===== config.mk =====
export PLATFORM = sky130hd
export DESIGN_NAME = rgb_led_overlay_multiplexer_core
export DESIGN_NICKNAME = d
export VERILOG_FILES = /design/src/rtl/rlom_pkg.sv /design/src/rtl/rlom_csr.sv /design/src/rtl/rlom_ctrl.sv /design/src/rtl/rlom_datapath.sv /design/src/rtl/rgb_led_overlay_multiplexer_core.sv
export SDC_FILE = /design/constraint.sdc
export NUM_CORES = 2
export LEC_CHECK = 0
export BUFFER_PORTS_ARGS = -buffer_cell sky130_fd_sc_hd__buf_2
export CORE_ASPECT_RATIO = 1.1
export CORE_MARGIN = 1.5
export CORE_UTILIZATION = 57
export CTS_CLUSTER_DIAMETER = 60
export DETAILED_ROUTE_END_ITERATION = 12
export MAX_ROUTING_LAYER = met4
export PLACE_DENSITY = 0.77
export SLEW_MARGIN = 0
export SYNTH_ARGS = -nofsm -noshare
export SYNTH_HDL_FRONTEND = slang
export SYNTH_HIERARCHICAL = 1
export SYNTH_SLANG_ARGS = --single-unit
export TNS_END_PERCENT = 50

===== constraint.sdc =====
create_clock -name clock -period 5.79 [get_ports clock]
set_input_delay 0 -clock clock [delete_from_list [all_inputs] [get_ports clock]]
set_output_delay 0 -clock clock [all_outputs]
set_load 0.1 [all_outputs]

===== src/rtl/rlom_pkg.sv =====
`timescale 1ns / 1ps

package rlom_pkg;

   localparam int OVERLAY_SLOTS = 4;
   localparam int SLOT_BITS     = (OVERLAY_SLOTS > 1) ? $clog2(OVERLAY_SLOTS) : 1;
   localparam int CNT_BITS      = $clog2(OVERLAY_SLOTS + 1);
   localparam int CSR_ADDR_BITS = 4;
   localparam int CSR_DATA_BITS = 32;

   localparam logic [15:0] FLASH_MIN_RESET  = 16'd50;
   localparam logic [15:0] ROTATE_RESET     = 16'd100;

   typedef enum logic [1:0] {
      MODE_TICK  = 2'd0,
      MODE_SHOW  = 2'd1,
      MODE_FLASH = 2'd2,
      MODE_OFF   = 2'd3
   } mode_type;

   typedef enum logic [1:0] {
      REG_OUTPUT_ENABLE   = 2'd0,
      REG_FLASH_MIN       = 2'd1,
      REG_ROTATE_INTERVAL = 2'd2
   } reg_index_type;

   typedef struct packed {
      logic        enable;
      logic [15:0] flash_min;
      logic [15:0] rotate_interval;
   } cfg_type;

   typedef struct packed {
      logic accept;
      logic expire_step;
      logic rot_step;
      logic flash_step;
      logic flash_write;
      logic live_step;
      logic select_step;
      logic sched;
      logic paint;
      logic finish;
   } cmd_type;

   typedef struct packed {
      mode_type mode;
      logic     pass_due;
      logic     colour_off;
      logic     last_slot;
      logic     out_free;
   } stat_type;

endpackage


===== src/rtl/rlom_csr.sv =====
`timescale 1ns / 1ps

module rlom_csr import rlom_pkg::*; (
   input  logic                     clock,
   input  logic                     reset,
   input  logic                     csr_psel,
   input  logic                     csr_penable,
   input  logic                     csr_pwrite,
   input  logic [CSR_ADDR_BITS-1:0] csr_paddr,
   input  logic [CSR_DATA_BITS-1:0] csr_pwdata,
   output logic [CSR_DATA_BITS-1:0] csr_prdata,
   output logic                     csr_pready,
   output cfg_type                  cfg
);

   logic        enable_ff, enable_in;
   logic [15:0] flash_min_ff, flash_min_in;
   logic [15:0] rotate_ff, rotate_in;
   logic        wr_en;

   assign wr_en      = csr_psel && csr_penable && csr_pwrite;
   assign csr_pready = 1'b1;

   always_comb begin
      enable_in    = enable_ff;
      flash_min_in = flash_min_ff;
      rotate_in    = rotate_ff;
      if (wr_en) begin
         case (reg_index_type'(csr_paddr[3:2]))
            REG_OUTPUT_ENABLE:   enable_in    = csr_pwdata[0];
            REG_FLASH_MIN:       flash_min_in = csr_pwdata[15:0];
            REG_ROTATE_INTERVAL: rotate_in    = csr_pwdata[15:0];
            default: ;
         endcase
      end
   end

   always_comb begin
      case (reg_index_type'(csr_paddr[3:2]))
         REG_OUTPUT_ENABLE:   csr_prdata = {{(CSR_DATA_BITS-1){1'b0}}, enable_ff};
         REG_FLASH_MIN:       csr_prdata = {{(CSR_DATA_BITS-16){1'b0}}, flash_min_ff};
         REG_ROTATE_INTERVAL: csr_prdata = {{(CSR_DATA_BITS-16){1'b0}}, rotate_ff};
         default:             csr_prdata = '0;
      endcase
   end

   always_ff @(posedge clock) begin
      if (reset) begin
         enable_ff    <= 1'b0;
         flash_min_ff <= FLASH_MIN_RESET;
         rotate_ff    <= ROTATE_RESET;
      end else begin
         enable_ff    <= enable_in;
         flash_min_ff <= flash_min_in;
         rotate_ff    <= rotate_in;
      end
   end

   assign cfg.enable          = enable_ff;
   assign cfg.flash_min       = flash_min_ff;
   assign cfg.rotate_interval = rotate_ff;

endmodule


===== src/rtl/rlom_ctrl.sv =====
`timescale 1ns / 1ps

module rlom_ctrl import rlom_pkg::*; (
   input  logic     clock,
   input  logic     reset,
   input  logic     req_valid,
   output logic     req_ready,
   output cmd_type  cmd,
   input  stat_type stat
);

   typedef enum logic [10:0] {
      ST_IDLE       = 11'b000_0000_0001,
      ST_DECODE     = 11'b000_0000_0010,
      ST_EXPIRE     = 11'b000_0000_0100,
      ST_ROTATE     = 11'b000_0000_1000,
      ST_FLASH_SCAN = 11'b000_0001_0000,
      ST_FLASH_WR   = 11'b000_0010_0000,
      ST_LIVE       = 11'b000_0100_0000,
      ST_SELECT     = 11'b000_1000_0000,
      ST_SCHED      = 11'b001_0000_0000,
      ST_PAINT      = 11'b010_0000_0000,
      ST_FINISH     = 11'b100_0000_0000
   } state_type;

   state_type state_ff, state_in;

   assign req_ready = (state_ff == ST_IDLE);

   always_comb begin
      state_in = state_ff;
      cmd      = '0;
      case (state_ff)
         ST_IDLE: begin
            if (req_valid) begin
               cmd.accept = 1'b1;
               state_in   = ST_DECODE;
            end
         end
         ST_DECODE: begin
            case (stat.mode)
               MODE_TICK:  state_in = stat.pass_due ? ST_EXPIRE : ST_FINISH;
               MODE_SHOW:  state_in = ST_LIVE;
               MODE_OFF:   state_in = ST_LIVE;
               MODE_FLASH: state_in = stat.colour_off ? ST_FINISH : ST_FLASH_SCAN;
               default:    state_in = ST_FINISH;
            endcase
         end
         ST_EXPIRE: begin
            cmd.expire_step = 1'b1;
            if (stat.last_slot) state_in = ST_ROTATE;
         end
         ST_ROTATE: begin
            cmd.rot_step = 1'b1;
            state_in     = ST_LIVE;
         end
         ST_FLASH_SCAN: begin
            cmd.flash_step = 1'b1;
            if (stat.last_slot) state_in = ST_FLASH_WR;
         end
         ST_FLASH_WR: begin
            cmd.flash_write = 1'b1;
            state_in        = ST_LIVE;
         end
         ST_LIVE: begin
            cmd.live_step = 1'b1;
            if (stat.last_slot) state_in = ST_SELECT;
         end
         ST_SELECT: begin
            cmd.select_step = 1'b1;
            if (stat.last_slot) state_in = ST_SCHED;
         end
         ST_SCHED: begin
            cmd.sched = 1'b1;
            state_in  = ST_PAINT;
         end
         ST_PAINT: begin
            cmd.paint = 1'b1;
            state_in  = ST_FINISH;
         end
         ST_FINISH: begin
            if (stat.out_free) begin
               cmd.finish = 1'b1;
               state_in   = ST_IDLE;
            end
         end
         default: state_in = ST_IDLE;
      endcase
   end

   always_ff @(posedge clock) begin
      if (reset) begin
         state_ff <= ST_IDLE;
      end else begin
         state_ff <= state_in;
      end
   end

endmodule


===== src/rtl/rlom_datapath.sv =====
`timescale 1ns / 1ps

module rlom_datapath import rlom_pkg::*; (
   input  logic        clock,
   input  logic        reset,
   input  cmd_type     cmd,
   output stat_type    stat,
   input  cfg_type     cfg,
   input  logic [1:0]  req_mode,
   input  logic [7:0]  req_red,
   input  logic [7:0]  req_green,
   input  logic [7:0]  req_blue,
   input  logic [7:0]  req_brightness,
   input  logic [15:0] req_duration_ms,
   input  logic        rsp_ready,
   output logic        rsp_valid,
   output logic [7:0]  rsp_led_red,
   output logic [7:0]  rsp_led_green,
   output logic [7:0]  rsp_led_blue,
   output logic        rsp_updated
);

   // x / 255 for x up to 255*255
   function automatic logic [7:0] div_full_scale(input logic [15:0] x);
      logic [16:0] sum;
      sum = 17'(x) + 17'(x[15:8]) + 17'd1;
      return sum[15:8];
   endfunction

   // request latch
   mode_type    mode_ff, mode_in;
   logic [31:0] colour_ff, colour_in;
   logic [15:0] dur_ff, dur_in;
   logic        pass_ff, pass_in;

   // block state
   logic [31:0] now_ff, now_in;
   logic [31:0] slot_colour_ff [OVERLAY_SLOTS];
   logic [31:0] slot_colour_in [OVERLAY_SLOTS];
   logic [31:0] slot_deadline_ff [OVERLAY_SLOTS];
   logic [31:0] slot_deadline_in [OVERLAY_SLOTS];
   logic [31:0] steady_ff, steady_in;
   logic [31:0] rot_index_ff, rot_index_in;
   logic [SLOT_BITS-1:0] rot_mod_ff [OVERLAY_SLOTS];
   logic [SLOT_BITS-1:0] rot_mod_in [OVERLAY_SLOTS];
   logic        timer_run_ff, timer_run_in;
   logic [15:0] timer_cnt_ff, timer_cnt_in;
   logic [23:0] led_ff, led_in;
   logic        painted_ff, painted_in;

   // scan state
   logic [SLOT_BITS-1:0] idx_ff, idx_in;
   logic [CNT_BITS-1:0]  active_ff, active_in;
   logic [CNT_BITS-1:0]  live_cnt_ff, live_cnt_in;
   logic [OVERLAY_SLOTS-1:0] live_mask_ff, live_mask_in;
   logic [CNT_BITS-1:0]  hit_ff, hit_in;
   logic [31:0]          sel_colour_ff, sel_colour_in;
   logic                 match_found_ff, match_found_in;
   logic [SLOT_BITS-1:0] match_idx_ff, match_idx_in;
   logic [31:0]          match_dl_ff, match_dl_in;
   logic                 free_found_ff, free_found_in;
   logic [SLOT_BITS-1:0] free_idx_ff, free_idx_in;
   logic [SLOT_BITS-1:0] best_idx_ff, best_idx_in;
   logic [31:0]          best_dl_ff, best_dl_in;
   logic [15:0]          prod_r_ff, prod_r_in;
   logic [15:0]          prod_g_ff, prod_g_in;
   logic [15:0]          prod_b_ff, prod_b_in;

   // response register
   logic        rsp_valid_ff, rsp_valid_in;
   logic [23:0] rsp_led_ff, rsp_led_in;
   logic        rsp_upd_ff, rsp_upd_in;

   // helpers
   logic [31:0] req_colour;
   logic [31:0] cur_colour, cur_dl;
   logic        cur_on, cur_live, cur_free, cur_match;
   logic        first, last;
   logic [15:0] period, cnt_next, dur_eff;
   logic [CNT_BITS-1:0]  act_prev, live_prev, hit_prev, target;
   logic [SLOT_BITS-1:0] live_sel, pick_idx;
   logic [31:0] base, paint_c;
   logic        mf_prev, ff_prev;

   assign req_colour = {req_brightness, req_red, req_green, req_blue};
   assign cur_colour = slot_colour_ff[idx_ff];
   assign cur_dl     = slot_deadline_ff[idx_ff];
   assign cur_on     = |cur_colour[23:0];
   assign cur_live   = cur_on && (cur_dl > now_ff);
   assign cur_free   = !cur_on || (cur_dl <= now_ff);
   assign cur_match  = (cur_colour == colour_ff) && (cur_dl > now_ff);
   assign first      = (idx_ff == '0);
   assign last       = (idx_ff == SLOT_BITS'(OVERLAY_SLOTS - 1));
   assign period     = (cfg.rotate_interval == '0) ? 16'd1 : cfg.rotate_interval;
   assign cnt_next   = timer_cnt_ff + 16'd1;
   assign dur_eff    = (dur_ff < cfg.flash_min) ? cfg.flash_min : dur_ff;
   assign act_prev   = first ? '0 : active_ff;
   assign live_prev  = first ? '0 : live_cnt_ff;
   assign hit_prev   = first ? '0 : hit_ff;
   assign mf_prev    = first ? 1'b0 : match_found_ff;
   assign ff_prev    = first ? 1'b0 : free_found_ff;
   assign live_sel   = SLOT_BITS'(live_cnt_ff - CNT_BITS'(1));
   assign target     = CNT_BITS'(rot_mod_ff[live_sel]);
   assign pick_idx   = match_found_ff ? match_idx_ff :
                       free_found_ff  ? free_idx_ff  : best_idx_ff;
   assign base       = match_found_ff ? match_dl_ff : now_ff;
   assign paint_c    = (live_cnt_ff == '0) ? steady_ff : sel_colour_ff;

   always_comb begin
      mode_in        = mode_ff;
      colour_in      = colour_ff;
      dur_in         = dur_ff;
      pass_in        = pass_ff;
      now_in         = now_ff;
      slot_colour_in   = slot_colour_ff;
      slot_deadline_in = slot_deadline_ff;
      steady_in      = steady_ff;
      rot_index_in   = rot_index_ff;
      rot_mod_in     = rot_mod_ff;
      timer_run_in   = timer_run_ff;
      timer_cnt_in   = timer_cnt_ff;
      led_in         = led_ff;
      painted_in     = painted_ff;
      idx_in         = idx_ff;
      active_in      = active_ff;
      live_cnt_in    = live_cnt_ff;
      live_mask_in   = live_mask_ff;
      hit_in         = hit_ff;
      sel_colour_in  = sel_colour_ff;
      match_found_in = match_found_ff;
      match_idx_in   = match_idx_ff;
      match_dl_in    = match_dl_ff;
      free_found_in  = free_found_ff;
      free_idx_in    = free_idx_ff;
      best_idx_in    = best_idx_ff;
      best_dl_in     = best_dl_ff;
      prod_r_in      = prod_r_ff;
      prod_g_in      = prod_g_ff;
      prod_b_in      = prod_b_ff;
      rsp_valid_in   = rsp_valid_ff;
      rsp_led_in     = rsp_led_ff;
      rsp_upd_in     = rsp_upd_ff;

      if (cmd.accept) begin
         mode_in    = mode_type'(req_mode);
         colour_in  = req_colour;
         dur_in     = req_duration_ms;
         pass_in    = 1'b0;
         painted_in = 1'b0;
         idx_in     = '0;
         case (mode_type'(req_mode))
            MODE_TICK: begin
               now_in = now_ff + 32'd1;
               if (timer_run_ff) begin
                  if (cnt_next >= period) begin
                     timer_cnt_in = '0;
                     pass_in      = 1'b1;
                  end else begin
                     timer_cnt_in = cnt_next;
                  end
               end
            end
            MODE_SHOW, MODE_OFF: begin
               // off is a steady show of the all-zero colour
               steady_in = (mode_type'(req_mode) == MODE_SHOW) ? req_colour : '0;
               for (int i = 0; i < OVERLAY_SLOTS; i++) begin
                  slot_colour_in[i]   = '0;
                  slot_deadline_in[i] = '0;
                  rot_mod_in[i]       = '0;
               end
               rot_index_in = '0;
            end
            default: ;
         endcase
      end

      if (cmd.expire_step || cmd.flash_step || cmd.live_step || cmd.select_step) begin
         idx_in = last ? '0 : idx_ff + 1'b1;
      end

      if (cmd.expire_step) begin
         active_in = act_prev;
         if (cur_on && !cur_live) begin
            slot_colour_in[idx_ff]   = '0;
            slot_deadline_in[idx_ff] = '0;
         end else if (cur_on) begin
            active_in = act_prev + 1'b1;
         end
      end

      if (cmd.rot_step && (active_ff > CNT_BITS'(1))) begin
         if (rot_index_ff == '1) begin
            rot_index_in = '0;
            for (int i = 0; i < OVERLAY_SLOTS; i++) rot_mod_in[i] = '0;
         end else begin
            rot_index_in = rot_index_ff + 32'd1;
            // entry i tracks the rotation index modulo i+1
            for (int i = 0; i < OVERLAY_SLOTS; i++) begin
               rot_mod_in[i] = (rot_mod_ff[i] == SLOT_BITS'(i)) ? '0 : rot_mod_ff[i] + 1'b1;
            end
         end
      end

      if (cmd.flash_step) begin
         match_found_in = mf_prev;
         free_found_in  = ff_prev;
         if (!mf_prev && cur_match) begin
            match_found_in = 1'b1;
            match_idx_in   = idx_ff;
            match_dl_in    = cur_dl;
         end
         if (!ff_prev && cur_free) begin
            free_found_in = 1'b1;
            free_idx_in   = idx_ff;
         end
         if (first || (cur_dl < best_dl_ff)) begin
            best_idx_in = idx_ff;
            best_dl_in  = cur_dl;
         end
      end

      if (cmd.flash_write) begin
         slot_colour_in[pick_idx]   = colour_ff;
         slot_deadline_in[pick_idx] = base + {16'd0, dur_eff};
      end

      if (cmd.live_step) begin
         live_mask_in[idx_ff] = cur_live;
         live_cnt_in          = live_prev + CNT_BITS'(cur_live);
      end

      if (cmd.select_step) begin
         hit_in = hit_prev;
         if (live_mask_ff[idx_ff]) begin
            if (hit_prev == target) sel_colour_in = cur_colour;
            hit_in = hit_prev + 1'b1;
         end
      end

      if (cmd.sched) begin
         if (live_cnt_ff == '0) begin
            timer_run_in = 1'b0;
            timer_cnt_in = '0;
         end else if (!timer_run_ff) begin
            timer_run_in = 1'b1;
            timer_cnt_in = '0;
         end
         prod_r_in = 16'(paint_c[23:16]) * 16'(paint_c[31:24]);
         prod_g_in = 16'(paint_c[15:8])  * 16'(paint_c[31:24]);
         prod_b_in = 16'(paint_c[7:0])   * 16'(paint_c[31:24]);
      end

      if (cmd.paint && cfg.enable) begin
         led_in     = {div_full_scale(prod_r_ff), div_full_scale(prod_g_ff),
                       div_full_scale(prod_b_ff)};
         painted_in = 1'b1;
      end

      if (cmd.finish) begin
         rsp_valid_in = 1'b1;
         rsp_led_in   = led_ff;
         rsp_upd_in   = painted_ff;
      end else if (rsp_ready) begin
         rsp_valid_in = 1'b0;
      end
   end

   always_ff @(posedge clock) begin
      if (reset) begin
         pass_ff      <= 1'b0;
         now_ff       <= '0;
         for (int i = 0; i < OVERLAY_SLOTS; i++) begin
            slot_colour_ff[i]   <= '0;
            slot_deadline_ff[i] <= '0;
            rot_mod_ff[i]       <= '0;
         end
         steady_ff    <= '0;
         rot_index_ff <= '0;
         timer_run_ff <= 1'b0;
         timer_cnt_ff <= '0;
         led_ff       <= '0;
         painted_ff   <= 1'b0;
         idx_ff       <= '0;
         rsp_valid_ff <= 1'b0;
      end else begin
         pass_ff          <= pass_in;
         now_ff           <= now_in;
         slot_colour_ff   <= slot_colour_in;
         slot_deadline_ff <= slot_deadline_in;
         rot_mod_ff       <= rot_mod_in;
         steady_ff        <= steady_in;
         rot_index_ff     <= rot_index_in;
         timer_run_ff     <= timer_run_in;
         timer_cnt_ff     <= timer_cnt_in;
         led_ff           <= led_in;
         painted_ff       <= painted_in;
         idx_ff           <= idx_in;
         rsp_valid_ff     <= rsp_valid_in;
      end
   end

   always_ff @(posedge clock) begin
      mode_ff        <= mode_in;
      colour_ff      <= colour_in;
      dur_ff         <= dur_in;
      active_ff      <= active_in;
      live_cnt_ff    <= live_cnt_in;
      live_mask_ff   <= live_mask_in;
      hit_ff         <= hit_in;
      sel_colour_ff  <= sel_colour_in;
      match_found_ff <= match_found_in;
      match_idx_ff   <= match_idx_in;
      match_dl_ff    <= match_dl_in;
      free_found_ff  <= free_found_in;
      free_idx_ff    <= free_idx_in;
      best_idx_ff    <= best_idx_in;
      best_dl_ff     <= best_dl_in;
      prod_r_ff      <= prod_r_in;
      prod_g_ff      <= prod_g_in;
      prod_b_ff      <= prod_b_in;
      rsp_led_ff     <= rsp_led_in;
      rsp_upd_ff     <= rsp_upd_in;
   end

   assign stat.mode       = mode_ff;
   assign stat.pass_due   = pass_ff;
   assign stat.colour_off = ~|colour_ff[23:0];
   assign stat.last_slot  = last;
   assign stat.out_free   = !rsp_valid_ff || rsp_ready;

   assign rsp_valid     = rsp_valid_ff;
   assign rsp_led_red   = rsp_led_ff[23:16];
   assign rsp_led_green = rsp_led_ff[15:8];
   assign rsp_led_blue  = rsp_led_ff[7:0];
   assign rsp_updated   = rsp_upd_ff;

endmodule


===== src/rtl/rgb_led_overlay_multiplexer_core.sv =====
`timescale 1ns / 1ps
// flow: a tick with no rotation pass, or a flash of an off colour, goes from decode straight
//   to finish; show/off run the live and select scans, a rotation tick or flash one scan and step more
// requests: one in work at a time, the next taken once the last has finished, which waits
//   for a free response register; the single slot scan port is walked one slot per cycle
// reset: synchronous, active high; time, slots, steady colour, timers and led level clear,
//   registers load their defaults; no clearing pass

module rgb_led_overlay_multiplexer_core import rlom_pkg::*; (
   input  logic                     clock,
   input  logic                     reset,
   // request channel
   input  logic                     req_valid,
   output logic                     req_ready,
   input  logic [1:0]               req_mode,
   input  logic [7:0]               req_red,
   input  logic [7:0]               req_green,
   input  logic [7:0]               req_blue,
   input  logic [7:0]               req_brightness,
   input  logic [15:0]              req_duration_ms,
   // response channel
   output logic                     rsp_valid,
   input  logic                     rsp_ready,
   output logic [7:0]               rsp_led_red,
   output logic [7:0]               rsp_led_green,
   output logic [7:0]               rsp_led_blue,
   output logic                     rsp_updated,
   // register port
   input  logic                     csr_psel,
   input  logic                     csr_penable,
   input  logic                     csr_pwrite,
   input  logic [CSR_ADDR_BITS-1:0] csr_paddr,
   input  logic [CSR_DATA_BITS-1:0] csr_pwdata,
   output logic [CSR_DATA_BITS-1:0] csr_prdata,
   output logic                     csr_pready
);

   // configuration as seen by the datapath
   cfg_type  cfg;
   // sequencer commands and datapath status
   cmd_type  cmd;
   stat_type stat;

   // output enable, minimum flash length and rotation interval
   rlom_csr u_csr (
      .clock       (clock),
      .reset       (reset),
      .csr_psel    (csr_psel),
      .csr_penable (csr_penable),
      .csr_pwrite  (csr_pwrite),
      .csr_paddr   (csr_paddr),
      .csr_pwdata  (csr_pwdata),
      .csr_prdata  (csr_prdata),
      .csr_pready  (csr_pready),
      .cfg         (cfg)
   );

   // sequencer: one request at a time
   //   tick  -> optional expiry scan and rotation step
   //   flash -> slot pick scan, then one slot write
   //   every repaint -> live scan, select scan, timer schedule + multiply, divide
   // the finish step waits only for the response register to be free, so a new
   // request can be taken while the previous response is still waiting
   rlom_ctrl u_ctrl (
      .clock     (clock),
      .reset     (reset),
      .req_valid (req_valid),
      .req_ready (req_ready),
      .cmd       (cmd),
      .stat      (stat)
   );

   // slot store, clock, rotation counters, scale unit and response register
   rlom_datapath u_datapath (
      .clock           (clock),
      .reset           (reset),
      .cmd             (cmd),
      .stat            (stat),
      .cfg             (cfg),
      .req_mode        (req_mode),
      .req_red         (req_red),
      .req_green       (req_green),
      .req_blue        (req_blue),
      .req_brightness  (req_brightness),
      .req_duration_ms (req_duration_ms),
      .rsp_ready       (rsp_ready),
      .rsp_valid       (rsp_valid),
      .rsp_led_red     (rsp_led_red),
      .rsp_led_green   (rsp_led_green),
      .rsp_led_blue    (rsp_led_blue),
      .rsp_updated     (rsp_updated)
   );

endmodule


[Word level (Yosys, flattened, before mapping)]
Cells that the tools add are included.
Storage, ports and cells
  flip-flop bits (word level): 690
  input port bits: 93
  output and inout port bits: 60
  word-level logic and storage cells: 267
Operators by class
  $add $sub $neg: 19
  $mul: 3
  $lt $le $gt $ge: 13
  equality and inequality tests: 31
  muxes and demuxes: 98
  bitwise logic cells: 6
  reductions and logical operators: 51
Operators by type and width (number)
  128-bit 2-to-1 mux: 10
  32-bit 2-to-1 mux: 13
  128-bit AND: 2
  128-bit bitwise mux: 2
  16-bit 2-to-1 mux: 9
  32-bit binary-select mux with 2-bit select: 2
  32-bit demux with 2-bit select: 2
  128-bit NOT: 1
  11-bit case mux with 10 select lines: 1
  11-bit 2-to-1 mux: 8
  16-bit by 1-bit adder with 16-bit output (second input constant): 4
  32-bit by 1-bit adder with 32-bit output (second input constant): 2
  16-bit by 8-bit adder with 16-bit output: 3
  8-bit by 8-bit multiplier with 16-bit output: 3
  16-bit case mux with 3 select lines: 1
  24-bit OR reduction: 2
  11-bit case mux with 3 select lines: 1
  32-bit by 16-bit adder with 32-bit output: 1
  32-bit == test: 1
  32-bit == test (second input constant): 1
  32-bit > comparator: 1
  32-bit <= comparator: 1
  32-bit < comparator: 1
  8-bit 2-to-1 mux: 4
  other kinds (46): 145

[Depth between registers and ports, before layout]
  depth in word-level cells: 12
  mapped depth: 24
  depth with buffers taken out: 21

[Hierarchy]
Netlist, hierarchy kept.
By module, submodules not included
  rlom_datapath: instances 1, cells an instance 3263, area each 35323.9 µm², seq. area each 15334.7 µm²
  rlom_csr: instances 1, cells an instance 176, area each 1712.9 µm², seq. area each 660.6 µm²
  rlom_ctrl: instances 1, cells an instance 99, area each 813.3 µm², seq. area each 220.2 µm²

[Worst setup path before layout]
Ideal clock, no wire load.
  kind: flip-flop to flip-flop
  from: reg u_datapath.live_cnt_ff[0]
  to: reg u_datapath.prod_g_ff[14] (data pin)
  setup time: 0.257 ns
  arrival time: 5.832 ns
  data required time: 5.533 ns
  setup slack: -0.299 ns
  cell stages (with the launch flop): 22
  buffers on the path: 3
  clock period less this slack: 6.089 ns
  path through: edfxtp_1 -> inv_1 -> ha_1 -> nand2b_1 -> clkbuf_1 -> buf_1 -> mux2i_1 -> clkbuf_1 -> nor2_1 -> fa_1 -> fa_1 -> fa_1 -> inv_1 -> fa_1 -> inv_1 -> ha_1 -> or2_2 -> a41oi_1 -> nor2b_1 -> o21a_1 -> o41a_1 -> xor2_1
On the way
  longest elaborated chain between the ends: 3
Ends and longest elaborated chain
  start, declared: line rlom_datapath.sv:54  | logic [CNT_BITS-1:0] live_cnt_ff, live_cnt_in;
  start signal, assigned: line rlom_datapath.sv:307  | live_cnt_ff <= live_cnt_in;
  3-bit zero test: line rlom_datapath.sv:107  | assign paint_c = (live_cnt_ff == '0) ? steady_ff : sel_colour_ff;
  32-bit 2-to-1 mux: line rlom_datapath.sv:107
  8-bit by 8-bit multiplier with 16-bit output: line rlom_datapath.sv:249  | prod_g_in = 16'(paint_c[15:8]) * 16'(paint_c[31:24]);
  end signal, assigned: line rlom_datapath.sv:319  | prod_g_ff <= prod_g_in;
  end, declared: line rlom_datapath.sv:66  | logic [15:0] prod_g_ff, prod_g_in;
Every way passes these cells.
A chain may end at the register's enable or synchronous reset.

[Final worst setup path]
  from: reg u_datapath.live_cnt_ff[0]
  to: reg u_datapath.prod_b_ff[14] (data pin)
On the way
  longest elaborated chain between the ends: 3
Ends and longest elaborated chain
  3-bit zero test: line rlom_datapath.sv:107
  32-bit 2-to-1 mux: line rlom_datapath.sv:107
  8-bit by 8-bit multiplier with 16-bit output: line rlom_datapath.sv:250  | prod_b_in = 16'(paint_c[7:0]) * 16'(paint_c[31:24]);
  end signal, assigned: line rlom_datapath.sv:320  | prod_b_ff <= prod_b_in;
  end, declared: line rlom_datapath.sv:67  | logic [15:0] prod_b_ff, prod_b_in;
Every way passes these cells.

==> reports/qor.json <==
{
  "worst_setup_path": {
    "critical_path.max_stage_delay_ns": 0.55,
    "critical-path-slowest-cell": "fa_1",
    "crit_type": "reg2reg",
    "critical_path.cell_chain": "inv_1, ha_1, nand2b_4, buf_4, mux2i_1, or2_2, fa_1, fa_1, inv_1, fa_1, inv_1, fa_1, inv_1, ha_1, or3_1, a41oi_2, nor2b_1, o21a_1, o41ai_2, xnor2_1",
    "worst_ep_required_time_ns": 6.15,
    "r2r-end": "u_datapath/prod_b_ff[14]",
    "r2r_setup_slack_ns": 0.30,
    "critPathArrivalTime_ns": 5.86,
    "setup.worst_path.end_class": "register",
    "crit_path_start_kind": "register",
    "ff2ff_path_depth": 20,
    "critical_path_peak_fanout": 11,
    "timing.rr.start": "u_datapath/live_cnt_ff[0]"
  },
  "die": {
    "die-width_um": 249,
    "design.die.area_um2": 68000,
    "pin_count": 153,
    "floorplan.initialDensity": 0.579,
    "coreArea_um2": 65400,
    "die_h_um": 273,
    "row_count": 98
  },
  "layout": {
    "finalNonFillerCells": 4646,
    "post_route_cells_drive_above_1_share": 0.130,
    "finish.utilization": 0.653,
    "final_net_count": 4189,
    "area_growth_syn_to_layout_pct": 12.7
  },
  "placement": {
    "place.gp.congestion": 0.905,
    "io_buffers": 117,
    "placed_cells_incl_taps": 4426,
    "dpl_worst_slack_ns": 0.0690,
    "hpwlAfterDp_um": 60900
  },
  "drt": {
    "drtIter0Drc": 2155,
    "detail_route.vias_per_cell": 6.00,
    "routedWlPerCell_um": 19.5,
    "firstDrtPassIters": 6,
    "via_count": 27900,
    "postRouteWirelength_um": 90800,
    "route.detailed.drc": 0,
    "route.antenna.remaining_nets": 0
  },
  "clock_network": {
    "clock_latency_ns": 0.63,
    "clock_tree.root_cell": "clkbuf_16",
    "cts_made_buffers": 74,
    "cts_max_level": 3,
    "tritoncts_num_sinks": 690,
    "tritoncts": "built",
    "cts_max_path_buffers": 3,
    "postCtsSetupBuffers": 0,
    "clkSlewWorstSetupHoldPaths_ns": 0.06
  },
  "global_route": {
    "antenna_found_initial": 1,
    "grt_usage": 0.275,
    "first_global_vias": 28000,
    "gr-total-overflow": 0,
    "maximum_number_of_pins_on_one_net_before_global_route_repair": 85,
    "grt_first_pass_wirelength_um": 147000
  },
  "synth": {
    "synth-seq-cells": 690,
    "synth.yosys.warnings": 6,
    "ys_seq_area_frac": 0.428,
    "synth_ff_type": "dfxtp_1",
    "postSynthCellCount": 3538,
    "synth-edff-count": 240,
    "asyncSetResetFlopFracSynth": 0,
    "netlist_cell_types": 83,
    "synthesis.area_um2": 37900,
    "syn_avg_cell_area_um2": 10.7
  },
  "pwr": {
    "report.power.total_uw": 11000,
    "vdd_ir_drop_max_uv": 261,
    "power.leakage_uw": 0.0172,
    "cellPowerDensity_nw_per_um2": 258
  },
  "timing": {
    "achievable-frequency_mhz": 182,
    "fin_skew_ns": 0.0323,
    "count_of_endpoints_failing_setup_in_the_final_report": 0,
    "timing_hold_violations_final": 0,
    "number_of_pins_with_negative_max_slew_slack_in_the_final_report": 0,
    "timing_worst_slew_pin_value_ns": 1.14,
    "period_minus_slack_ns": 5.49,
    "fin_crit_sh": 0.948,
    "final.setup.worst_slack_ns": 0.298,
    "totalNegativeSetupSlack_ns": 0,
    "max-slew-margin-rel": 0.240
  },
  "run_status": {
    "outcome": "completed"
  },
  "hold_path": {
    "hp-start": "req_mode[1]",
    "min_delay_path_depth": 1,
    "whs_endpoint": "u_datapath/mode_ff[1]",
    "worst_hold_path_type": "in2reg"
  },
  "job": {
    "max_cap_violations": 0
  }
}
==> flip-flops by register name, indices dropped and copies added (netlist names), 16 cells and up <==
register,cells
u_datapath/prod_b_ff,16
u_datapath/prod_g_ff,16
u_datapath/timer_cnt_ff,16
u_csr/flash_min_ff,16
u_datapath/now_ff,32
u_datapath/dur_ff,16
u_datapath/rsp_led_ff,24
u_datapath/led_ff,24
u_datapath/best_dl_ff,32
u_datapath/prod_r_ff,16
u_datapath/steady_ff,32
u_datapath/match_dl_ff,32
u_datapath/slot_colour_ff,128
u_datapath/colour_ff,32
u_datapath/slot_deadline_ff,128
u_datapath/rot_index_ff,32
u_datapath/sel_colour_ff,32
u_csr/rotate_ff,16
==> how the worst max path moves through the flow <==
stage	start	end	cells past startpoint	slack [ns]
detailed placement	u_datapath/live_cnt_ff[0]	u_datapath/prod_b_ff[14]	20	0.07
CTS	u_datapath/live_cnt_ff[0]	u_datapath/prod_b_ff[14]	20	0.07
global placement	u_datapath/live_cnt_ff[0]	u_datapath/prod_b_ff[14]	20	0.19
global route	u_datapath/live_cnt_ff[0]	u_datapath/prod_b_ff[14]	20	-0.03
finish	u_datapath/live_cnt_ff[0]	u_datapath/prod_b_ff[14]	20	0.30
floorplan	u_datapath/live_cnt_ff[0]	u_datapath/prod_g_ff[14]	21	0.002
==> cell usage after synthesis, types with 7 or more instances <==
master	number	area, um^2
o2bb2ai_1	29	254
dfxtp_1	450	9010
xnor2_1	99	867
xor2_1	90	788
buf_2	9	45.0
nand2b_1	67	419
mux2i_1	82	821
nor4_1	30	188
and4_1	9	78.8
a211oi_1	32	240
nor3b_1	36	270
nor3_1	39	195
or3_1	14	87.6
o21ai_0	96	480
nand3_1	76	380
clkbuf_1	102	383
buf_1	15	56.3
nor2b_1	58	363
fa_1	109	2180
nand4_1	56	350
mux2_2	20	225
edfxtp_1	240	7210
ha_1	253	3170
or2_2	46	288
and3_1	25	156
mux4_2	61	1370
o21a_1	22	165
inv_1	276	1040
and2_1	17	106
o31ai_1	9	67.6
a21o_1	33	248
a22o_1	245	2150
a31oi_1	12	75.1
nand2_1	128	480
buf_4	22	165
nor2_1	365	1370
buf_6	27	304
o211ai_1	7	52.6
a21oi_1	129	646
==> cells in the final DEF (no fill, tap or decap), types with 77 or more instances in the layout <==
cell and n:
dfxtp_1 448, nor2_1 359, inv_1 276, ha_1 253, a22o_1 245, edfxtp_1 240
a21oi_1 129, nand2_1 127, buf_2 116, fa_1 109, xnor2_1 97, o21ai_0 96
xor2_1 89, dlygate4sd3_1 82, clkbuf_16 78, buf_4 77
==> final cells by class <==
type	count	area [um^2]
repair buffers	281	2090
clock inverters	19	173
flip-flops and latches	690	16200
well taps	850	1060
diodes	1	2.50
multi-input cells	2411	19800
fillers	4941	22700
clock buffers	118	2240
inverters	276	1040
==> cell families after synthesis <==
family | share of synthesized area
AND/OR/NAND/NOR | 0.138
flip-flops | 0.428
AO/OA/AOI/OAI | 0.127
buffers and inverters | 0.0531
adder cells (fa/ha/maj) | 0.141
XOR/XNOR | 0.0437
multiplexers | 0.0681
other | 0.000198
==> metal layers <==
metal / vias up / part of all wire / GRT usage
met2: 999 / 0.48 / 0.450
li1: 13000 / - / -
met3: 233 / 0.065 / 0.0407
met1: 13600 / 0.42 / 0.346
met4: 0 / 0.037 / 0.110
met5: - / 0 / -
==> worst max-delay path, delay by kind of cell, from the launching register on <==
family / cells / cell delay (ns)
AOI/OAI and AO/OA: 3 / 0.71
xor gates and xnor gates: 1 / 0.11
adders and majority gates: 6 / 2.51
buffers and inverters: 5 / 0.44
DFF: 1 / 0.38
muxes: 1 / 0.15
and+or+nand+nor: 4 / 0.95
==> metrics by stage <==
| step | hold WS [ns] | cell area (um^2) |
|---|---|---|
| 3_5_place_dp | 0.181 | 39400 |
| 6_report | 0.0600 | 42700 |
| 3_3_place_gp | 0.177 | 39400 |
| 2_1_floorplan | 0.0624 | 37900 |
| 5_1_grt | 0.0642 | 42700 |
| 4_1_cts | 0.0209 | 42600 |
==> report_power, final <==
group,switching (uW),internal [uW],leakage [uW]
Clock,1990,2690,0.00118
Sequential,85.2,5090,0.00560
Combinational,776,373,0.0104
==> timing repair <==
item / 4_1_cts / 5_1_grt
hold buffers: 82 / 0
hold endpoints to repair: 161 / 0
endpoints found under the setup margin: 0 / 18
gates resized for setup: 0 / 7
Note: power is estimated with default switching activity, not from simulation.
